File: src/hw/rtl/rbnh_pkg.sv
// rbnh_pkg: shared constants and types for the ray/box nearest-hit block
// used by rbnh_div and ray_box_nearest_hit; no dependencies
`default_nettype none

package rbnh_pkg;

  // coordinate format: signed fixed point, CW bits with FB fraction bits
  localparam int CW = 32;
  localparam int FB = 16;
  localparam int CNT_W = $clog2(CW);

  // configuration register indexes
  localparam logic [2:0] REG_ORIGIN_X = 3'd0;
  localparam logic [2:0] REG_ORIGIN_Y = 3'd1;
  localparam logic [2:0] REG_ORIGIN_Z = 3'd2;
  localparam logic [2:0] REG_DIR_X    = 3'd3;
  localparam logic [2:0] REG_DIR_Y    = 3'd4;
  localparam logic [2:0] REG_DIR_Z    = 3'd5;
  localparam logic [2:0] REG_MAX_DIST = 3'd6;

  // reset values
  localparam logic [CW-1:0] DIR_X_RESET    = CW'(1) << FB;
  localparam logic [CW-2:0] MAX_DIST_RESET = (CW-1)'(327680);

  // divider request and response
  typedef struct packed {
    logic                 start;
    logic signed [CW:0]   num;
    logic signed [CW-1:0] den;
  } rbnh_div_req_t;

  typedef struct packed {
    logic                 done;
    logic signed [CW-1:0] quot;
  } rbnh_div_rsp_t;

endpackage

`default_nettype wire

File: src/hw/rtl/rbnh_div.sv
// rbnh_div: iterative fixed-point divider, one quotient bit per cycle,
// truncating toward zero and saturating; depends on rbnh_pkg
`default_nettype none

module rbnh_div (
  input  wire logic                   clk,
  input  wire logic                   rst,
  input  wire rbnh_pkg::rbnh_div_req_t req,
  output rbnh_pkg::rbnh_div_rsp_t      rsp
);
  import rbnh_pkg::*;

  typedef enum logic [3:0] {
    D_IDLE = 4'b0001,
    D_LOAD = 4'b0010,
    D_ITER = 4'b0100,
    D_DONE = 4'b1000
  } div_state_t;

  div_state_t          st;
  logic                neg;
  logic                ovf;
  logic [CW:0]         un;
  logic [CW-1:0]       ud;
  logic [CW-1:0]       rem;
  logic [CW-1:0]       sh;
  logic [CW-1:0]       q;
  logic [CNT_W-1:0]    cnt;

  logic [CW:0]         r2;
  logic                ge;
  logic [CW:0]         diff;
  logic [CW+FB-1:0]    un_wide;
  logic [CW+FB-1:0]    ud_wide;
  logic [CW-1:0]       lim;
  logic [CW-1:0]       mag;

  // one restoring step
  always_comb begin
    r2   = {rem, sh[CW-1]};
    ge   = (r2 >= {1'b0, ud});
    diff = r2 - {1'b0, ud};
  end

  // overflow test: quotient would need more than CW bits
  assign un_wide = (CW+FB)'(un);
  assign ud_wide = {ud, {FB{1'b0}}};

  // saturation bound depends on result sign
  assign lim = neg ? {1'b1, {(CW-1){1'b0}}} : {1'b0, {(CW-1){1'b1}}};
  assign mag = (ovf || (q > lim)) ? lim : q;

  // sequencer
  always_ff @(posedge clk) begin
    if (rst) begin
      st       <= D_IDLE;
      rsp.done <= 1'b0;
    end else begin
      rsp.done <= 1'b0;
      case (st)
        D_IDLE: begin
          if (req.start) begin
            un  <= req.num[CW] ? (CW+1)'(-req.num) : (CW+1)'(req.num);
            ud  <= req.den[CW-1] ? CW'(-req.den) : CW'(req.den);
            neg <= req.num[CW] ^ req.den[CW-1];
            st  <= D_LOAD;
          end
        end
        D_LOAD: begin
          if (un_wide >= ud_wide) begin
            ovf <= 1'b1;
            st  <= D_DONE;
          end else begin
            ovf <= 1'b0;
            rem <= CW'(un >> FB);
            sh  <= {un[FB-1:0], {(CW-FB){1'b0}}};
            q   <= '0;
            cnt <= CNT_W'(CW-1);
            st  <= D_ITER;
          end
        end
        D_ITER: begin
          rem <= ge ? diff[CW-1:0] : r2[CW-1:0];
          q   <= {q[CW-2:0], ge};
          sh  <= {sh[CW-2:0], 1'b0};
          cnt <= cnt - 1'b1;
          if (cnt == '0) begin
            st <= D_DONE;
          end
        end
        D_DONE: begin
          rsp.quot <= neg ? -mag : mag;
          rsp.done <= 1'b1;
          st       <= D_IDLE;
        end
        default: st <= D_IDLE;
      endcase
    end
  end

endmodule

`default_nettype wire

File: src/hw/rtl/ray_box_nearest_hit.sv
// ray_box_nearest_hit: nearest hit of one configured ray against a stream of boxes
// operation: a box under test runs six slab divisions in turn on one shared
//   bit-serial divider (up to 32 quotient bits each); a skipped word goes
//   straight to the finish state; one word in flight at a time
// result word loads in S_FIN, after S_DECIDE or a skipped word's acceptance, once out_free
// reset: synchronous, clears the running best and loads register defaults
// depends on rbnh_pkg and rbnh_div
`default_nettype none

module ray_box_nearest_hit (
  input  wire logic                       clk,
  input  wire logic                       rst,
  // configuration
  input  wire logic                       cfg_we,
  input  wire logic [2:0]                 cfg_index,
  input  wire logic [rbnh_pkg::CW-1:0]    cfg_data,
  // input words
  input  wire logic                       in_valid,
  output logic                            in_ready,
  input  wire logic [31:0]                entity_id,
  input  wire logic                       box_present,
  input  wire logic signed [rbnh_pkg::CW-1:0] box_min_x,
  input  wire logic signed [rbnh_pkg::CW-1:0] box_max_x,
  input  wire logic signed [rbnh_pkg::CW-1:0] box_min_y,
  input  wire logic signed [rbnh_pkg::CW-1:0] box_max_y,
  input  wire logic signed [rbnh_pkg::CW-1:0] box_min_z,
  input  wire logic signed [rbnh_pkg::CW-1:0] box_max_z,
  input  wire logic                       last_entity,
  // result words
  output logic                            out_valid,
  input  wire logic                       out_ready,
  output logic                            hit_found,
  output logic [31:0]                     hit_entity_id,
  output logic [rbnh_pkg::CW-2:0]         hit_distance
);
  import rbnh_pkg::*;

  typedef enum logic [4:0] {
    S_IDLE   = 5'b00001,
    S_PREP   = 5'b00010,
    S_WAIT   = 5'b00100,
    S_DECIDE = 5'b01000,
    S_FIN    = 5'b10000
  } state_t;

  state_t                state;

  // ray registers
  logic signed [CW-1:0]  origin [3];
  logic signed [CW-1:0]  dir [3];
  logic [CW-2:0]         max_distance;

  // captured word
  logic [31:0]           id;
  logic signed [CW-1:0]  box_lo [3];
  logic signed [CW-1:0]  box_hi [3];
  logic                  last;

  // slab work
  logic [2:0]            k;
  logic [1:0]            axis;
  logic signed [CW-1:0]  t1;
  logic signed [CW-1:0]  tmin;
  logic signed [CW-1:0]  tmax;
  logic signed [CW:0]    op_num;
  logic signed [CW-1:0]  op_den;
  logic                  div_start;

  // running best
  logic [CW-1:0]         best_distance;
  logic [31:0]           best_id;
  logic                  any_hit;

  rbnh_div_req_t         dreq;
  rbnh_div_rsp_t         drsp;

  logic signed [CW-1:0]  bound;
  logic signed [CW-1:0]  near_t;
  logic signed [CW-1:0]  far_t;
  logic                  miss;
  logic signed [CW-1:0]  hit;
  logic                  take;
  logic                  out_free;
  logic                  fin_load;
  logic [CW-1:0]         clear_dist;

  assign in_ready = (state == S_IDLE);
  assign axis     = k[2:1];
  assign bound    = k[0] ? box_hi[axis] : box_lo[axis];
  assign out_free = !out_valid || out_ready;
  assign fin_load = (state == S_FIN) && last && out_free;
  assign clear_dist = {1'b0, max_distance} + 1'b1;

  // order the two slab parameters
  assign near_t = (t1 < drsp.quot) ? t1 : drsp.quot;
  assign far_t  = (t1 < drsp.quot) ? drsp.quot : t1;

  // final hit decision
  assign miss = tmax[CW-1] || (tmin > tmax);
  assign hit  = tmin[CW-1] ? tmax : tmin;
  assign take = !miss && (CW'(hit) <= {1'b0, max_distance})
                && (!any_hit || (CW'(hit) < best_distance));

  assign dreq = '{start: div_start, num: op_num, den: op_den};

  rbnh_div u_div (
    .clk (clk),
    .rst (rst),
    .req (dreq),
    .rsp (drsp)
  );

  // configuration registers
  always_ff @(posedge clk) begin
    if (rst) begin
      origin[0]    <= '0;
      origin[1]    <= '0;
      origin[2]    <= '0;
      dir[0]       <= DIR_X_RESET;
      dir[1]       <= '0;
      dir[2]       <= '0;
      max_distance <= MAX_DIST_RESET;
    end else if (cfg_we) begin
      case (cfg_index)
        REG_ORIGIN_X: origin[0]    <= cfg_data;
        REG_ORIGIN_Y: origin[1]    <= cfg_data;
        REG_ORIGIN_Z: origin[2]    <= cfg_data;
        REG_DIR_X:    dir[0]       <= cfg_data;
        REG_DIR_Y:    dir[1]       <= cfg_data;
        REG_DIR_Z:    dir[2]       <= cfg_data;
        REG_MAX_DIST: max_distance <= cfg_data[CW-2:0];
        default: ;
      endcase
    end
  end

  // capture an accepted word
  always_ff @(posedge clk) begin
    if (in_valid && in_ready) begin
      id        <= entity_id;
      box_lo[0] <= box_min_x;
      box_hi[0] <= box_max_x;
      box_lo[1] <= box_min_y;
      box_hi[1] <= box_max_y;
      box_lo[2] <= box_min_z;
      box_hi[2] <= box_max_z;
      last      <= last_entity;
    end
  end

  // result word valid flag
  always_ff @(posedge clk) begin
    if (rst) begin
      out_valid <= 1'b0;
    end else if (fin_load) begin
      out_valid <= 1'b1;
    end else if (out_ready) begin
      out_valid <= 1'b0;
    end
  end

  // sequencer and running best
  always_ff @(posedge clk) begin
    if (rst) begin
      state         <= S_IDLE;
      div_start     <= 1'b0;
      any_hit       <= 1'b0;
      best_id       <= '0;
      best_distance <= {1'b0, MAX_DIST_RESET} + 1'b1;
      k             <= '0;
    end else begin
      div_start <= 1'b0;
      case (state)
        S_IDLE: begin
          if (in_valid) begin
            k <= '0;
            state <= (entity_id != '0 && box_present) ? S_PREP : S_FIN;
          end
        end
        // operands for the next slab division
        S_PREP: begin
          op_num    <= (CW+1)'(bound) - (CW+1)'(origin[axis]);
          op_den    <= (dir[axis] == '0) ? CW'(1) : dir[axis];
          div_start <= 1'b1;
          state     <= S_WAIT;
        end
        S_WAIT: begin
          if (drsp.done) begin
            if (!k[0]) begin
              t1 <= drsp.quot;
            end else if (k == 3'd1) begin
              tmin <= near_t;
              tmax <= far_t;
            end else begin
              if (near_t > tmin) tmin <= near_t;
              if (far_t < tmax)  tmax <= far_t;
            end
            if (k == 3'd5) begin
              state <= S_DECIDE;
            end else begin
              k     <= k + 1'b1;
              state <= S_PREP;
            end
          end
        end
        S_DECIDE: begin
          if (take) begin
            best_distance <= CW'(hit);
            best_id       <= id;
            any_hit       <= 1'b1;
          end
          state <= S_FIN;
        end
        // report and clear on the last word
        S_FIN: begin
          if (!last) begin
            state <= S_IDLE;
          end else if (out_free) begin
            hit_found     <= any_hit;
            hit_entity_id <= any_hit ? best_id : '0;
            hit_distance  <= any_hit ? best_distance[CW-2:0] : '0;
            best_distance <= clear_dist;
            best_id       <= '0;
            any_hit       <= 1'b0;
            state         <= S_IDLE;
          end
        end
        default: state <= S_IDLE;
      endcase
    end
  end

  // divider answers only while the sequencer waits for it
  a_div_done_in_wait: assert property (@(posedge clk) disable iff (rst)
    drsp.done |-> state == S_WAIT)
    else $error("divider result outside wait");

  // a kept hit is always a non-negative distance
  a_best_nonneg: assert property (@(posedge clk) disable iff (rst)
    any_hit |-> !best_distance[CW-1])
    else $error("kept distance out of range");

  // no kept id without a hit
  a_id_needs_hit: assert property (@(posedge clk) disable iff (rst)
    !any_hit |-> best_id == '0)
    else $error("stale id kept");

  // an accepted word always leaves idle
  a_accept_busy: assert property (@(posedge clk) disable iff (rst)
    in_valid && in_ready |=> state != S_IDLE)
    else $error("word accepted without work");

endmodule

`default_nettype wire

File: config.mk
export PLATFORM = sky130hd
export DESIGN_NAME = ray_box_nearest_hit
export DESIGN_NICKNAME = d
export VERILOG_FILES = /design/src/hw/rtl/rbnh_pkg.sv /design/src/hw/rtl/rbnh_div.sv /design/src/hw/rtl/ray_box_nearest_hit.sv
export SDC_FILE = /design/constraint.sdc
export NUM_CORES = 2
export LEC_CHECK = 0
export BUFFER_PORTS_ARGS = -buffer_cell sky130_fd_sc_hd__clkbuf_2
export CAP_MARGIN = 5
export CELL_PAD_IN_SITES_DETAIL_PLACEMENT = 2
export CELL_PAD_IN_SITES_GLOBAL_PLACEMENT = 2
export CORE_MARGIN = 4
export CORE_UTILIZATION = 42
export DETAILED_ROUTE_END_ITERATION = 6
export PLACE_DENSITY_LB_ADDON = 0.1
export SYNTH_ARGS = -nofsm -noshare
export SYNTH_HDL_FRONTEND = slang
export SYNTH_HIERARCHICAL = 1
export SYNTH_SLANG_ARGS = --single-unit
export TNS_END_PERCENT = 5
File: constraint.sdc
create_clock -name clk -period 9.8 [get_ports clk]
set_clock_uncertainty 0.05 [all_clocks]
set_input_delay 1.47 -clock clk [delete_from_list [all_inputs] [get_ports clk]]
set_output_delay 1.47 -clock clk [all_outputs]
set_load 0.005 [all_outputs]
==> run summary <==
### Global routing
- 0.03200 — met3 GRT Util
- 238.3 mm — global-route wire length before repair
- 36,524 — number of global-route vias before repair
- 0.2694 — Total GRT Usage
- 135 — largest net degree at the start of global routing
- 0.4712 — GR Layer Usage met2
- 0 — overall overflow remaining after global route
- 0.3601 — met1 demand-to-capacity share in global routing
- 28 — antenna violations before repair
- met2 — most congested layer reported by global routing

### CTS
- 104 — number of buffers created by CTS
- 0 — CTS resizes
- 0 — hold_buf cts
- 0.70 ns — clock latency reported for the late side of the worst-skew pair
- 3 — count of H-tree levels built during CTS
- sky130_fd_sc_hd__clkbuf_16 — root buf cell
- 3 — CTS max path bufs
- built — clock tree from TritonCTS
- 0 — number of setup buffers added after CTS
- 0.07 ns — CTS clock-pin slew for the worst setup and hold paths
- 939 — sink count of the clock tree

### Placement
- 50,560 µm² — total cell area at the placement stage
- 5,688 — total placed cells including tap cells
- 331 — number of port buffers
- 119.0 mm — estimated wirelength of the detail-placed design
- 0.8204 — global placement routability congestion

### Finish
- 53,870 µm² — final non-filler cell area
- 0.1475 — fraction of final layout cells with drive strength greater than 1
- 4,883 — Net count, final
- 14.27% — Synth-to-Final Area Change
- 5,891 — count of non-filler cells in the finished layout

### Synth
- 47,150 µm² — summed instance area of the synthesized netlist
- 0.5261 — area fraction of the dominant cell type after synthesis
- 0.5741 — part of the Yosys area used for sequential elements
- 6 — Yosys warnings
- 939 — number of flip-flops and latches in the synthesized netlist
- 3,972 — Cells after Synth
- 4,549 — syn nets
- 11.87 µm² — mean instance size in the synthesized netlist
- sky130_fd_sc_hd__edfxtp_1 — commonest register cell after synthesis
- 826 — number of enable flip-flop cells after synthesis
- sky130_fd_sc_hd__edfxtp_1 — cell taking the most area after synthesis
- sky130_fd_sc_hd__edfxtp_1, sky130_fd_sc_hd__ha_1, sky130_fd_sc_hd__dfxtp_1 — most area-consuming cells after synthesis
- 0 — Async SR Flop Fraction
- sky130_fd_sc_hd__edfxtp_1, sky130_fd_sc_hd__nand2_1, sky130_fd_sc_hd__ha_1 — leading cell types by count after synthesis
- 94 — number of distinct library cells after synthesis
- sky130_fd_sc_hd__edfxtp_1 — library cell with the highest instance count after synthesis

### STA
- 1.226 ns — Least-Margin Pin Slew
- 0 — count of pins over their slew limit
- 7.007 ns — min Tclk post-route
- 0 ns — Total Neg Setup Slack
- 142.7 MHz — Achievable Freq
- false — unrepaired setup endpoints after global routing
- 0 — number of endpoints failing setup at the final stage
- 0.7150 — ratio of final minimum period to clock period
- 0 — endpoints failing hold
- 0.1825 — Rel. slew slack
- 0.4109 ns — hold slack

### Floorplan
- 332 — Top Ports
- 0.4242 — initial core utilization
- 122 — site row count
- 343.0 µm — DIE WIDTH
- 111,100 µm² — area of the placeable core
- 343.0 µm — DIE HEIGHT
- 117,700 µm² — DIE AREA

### Worst setup path
- 40 — maximum fanout along the worst path
- 17 — critical path depth in cells
- 1.01 ns — critical path's largest stage delay
- ha_1 -> a2111oi_0 -> o21ai_0 -> a311o_1 -> a21oi_1 -> mux2i_4 -> buf_4 -> mux2_2 -> ha_1 -> a21o_1 -> a21oi_1 -> o21ai_0 -> nor2_1 -> nand2_1 -> o311ai_1 -> nand3b_1 -> a31oi_4 — ordered cell list for the critical path
- 1 — WP buf/inv
- register to register — start-to-end type of the worst setup path
- 7.25 ns — Arr. time, crit path
- sky130_fd_sc_hd__mux2i_4 — Critical-path top delay cell
- compound AO/OA/AOI/OAI gates — crit-path leading delay family
- register — Critical Path End Type
- 17 — count of cells along the worst register-to-register path
- 10.04 ns — required time reported for the critical path endpoint
- register — startpoint class of the critical path

### Detailed routing
- 33,650 — via count
- 160.8 mm — WL final
- 0 — number of DRC violations after detailed routing
- 0 — post-route ant nets
- 7 — total iterations of the first detailed-routing run
- 27.30 µm — routed length per placed instance
- 2,364 — first-iteration detailed-routing DRC count
- 5.712 — Vias/cell

### Pwr
- 170.7 nW/µm² — Power per Cell Area
- 20.16 nW — leakage
- 156.6 µV — IR drop worst, VDD

### Hold path
- register to register — worst min-delay path class
- 1 — Worst Hold Path Cells

### Outcome
- finished, final reports clean — status

### Flow run
- 0 — max-cap viol count

sequential cells by signal (all words and copies together) (netlist names), 32 cells and up, named ones only:
| register | flops |
|---|---|
| best_distance | 32 |
| box_lo | 96 |
| u_div/un | 33 |
| u_div/ud | 32 |
| u_div/rsp | 33 |
| op_den | 32 |
| u_div/q | 32 |
| best_id | 32 |
| tmax | 32 |
| origin | 96 |
| op_num | 33 |
| dir | 96 |
| hit_entity_id | 32 |
| u_div/rem | 32 |
| id | 32 |
| t1 | 32 |
| tmin | 32 |
| box_hi | 96 |
power by group:
group          internal, W  switching [W]  total, W
sequential         0.00460      0.0000859   0.00469
clock              0.00214        0.00168   0.00382
combinational     0.000223       0.000463  0.000686
placed cells by master (no fill, tap or decap), types with 34 or more instances in the layout:
| cell type | Yosys | routed |
|---|---|---|
| sky130_fd_sc_hd__clkbuf_2 | 1 | 331 |
| sky130_fd_sc_hd__xnor2_1 | 112 | 112 |
| sky130_fd_sc_hd__and2_1 | 172 | 170 |
| sky130_fd_sc_hd__a21oi_1 | 245 | 244 |
| sky130_fd_sc_hd__o21a_1 | 34 | 34 |
| sky130_fd_sc_hd__nor4_1 | 38 | 38 |
| sky130_fd_sc_hd__nand2_1 | 370 | 370 |
| sky130_fd_sc_hd__mux2_2 | 34 | 34 |
| sky130_fd_sc_hd__nor3_1 | 66 | 62 |
| sky130_fd_sc_hd__o21ai_0 | 220 | 220 |
| sky130_fd_sc_hd__dfxtp_1 | 113 | 109 |
| sky130_fd_sc_hd__a21o_1 | 76 | 76 |
| sky130_fd_sc_hd__nand4_1 | 57 | 57 |
| sky130_fd_sc_hd__buf_4 | 0 | 47 |
| sky130_fd_sc_hd__nand3_1 | 56 | 56 |
| sky130_fd_sc_hd__a22o_1 | 34 | 34 |
| sky130_fd_sc_hd__edfxtp_1 | 826 | 826 |
| sky130_fd_sc_hd__mux2i_1 | 123 | 122 |
| sky130_fd_sc_hd__inv_1 | 241 | 241 |
| sky130_fd_sc_hd__ha_1 | 309 | 309 |
| sky130_fd_sc_hd__clkbuf_16 | 0 | 104 |
| sky130_fd_sc_hd__nor2_1 | 233 | 227 |
through the flow:
step / worst slack (ns) / power (W) / util
floorplan: 2.573 / 0.005141 / -
global placement: 2.862 / 0.005376 / 0.4550
detailed placement: 2.709 / 0.005444 / 0.4550
CTS: 2.694 / 0.009267 / 0.4846
global route: 2.413 / 0.009518 / 0.4848
finish: 2.793 / 0.009194 / 0.4848
logic make-up after synthesis:
group / share of synthesized area
compound gates: 0.1155
xor+xnor: 0.02359
fa+ha+maj: 0.08286
buf+inv: 0.03254
flops: 0.5741
mux: 0.04952
simple gates: 0.1219
final cells by class:
class                   count  area (µm²)
inverters                 242       908.4
clock buffers             143        2879
well taps                1488        1862
repair buffers            379        2029
clock inverters            50       411.6
multi-input cells        2640       18680
flip-flops and latches    939       27080
diodes                     10       25.02
fillers                 11127       57250
path summary, 6_finish.rpt:
| kind | start | to | slack, ns |
|---|---|---|---|
| setup / recovery | t1[1] | tmax[2] | 2.79 |
| hold / removal | id[20] | best_id[20] | 0.41 |
| setup reg to reg | t1[1] | tmax[2] | 2.79 |
| hold reg to reg | id[20] | best_id[20] | 0.41 |
layer usage:
layer / up-vias / wire [µm]
met4: 4 / 3608
met1: 17391 / 71350
met2: 657 / 79670
met5: - / 26
li1: 15424 / -
met3: 174 / 6148
worst reg2reg max path: cells and delay by family (launching register included):
family	cells	cell delay, ns
flip-flops	1	0.43
buffers and inverters	1	0.51
adder cells (fa/ha/maj)	2	0.62
AO/OA/AOI/OAI	9	3.14
AND/OR/NAND/NOR	3	0.39
multiplexers	2	1.45
Note: power is estimated with default switching activity, not from simulation.
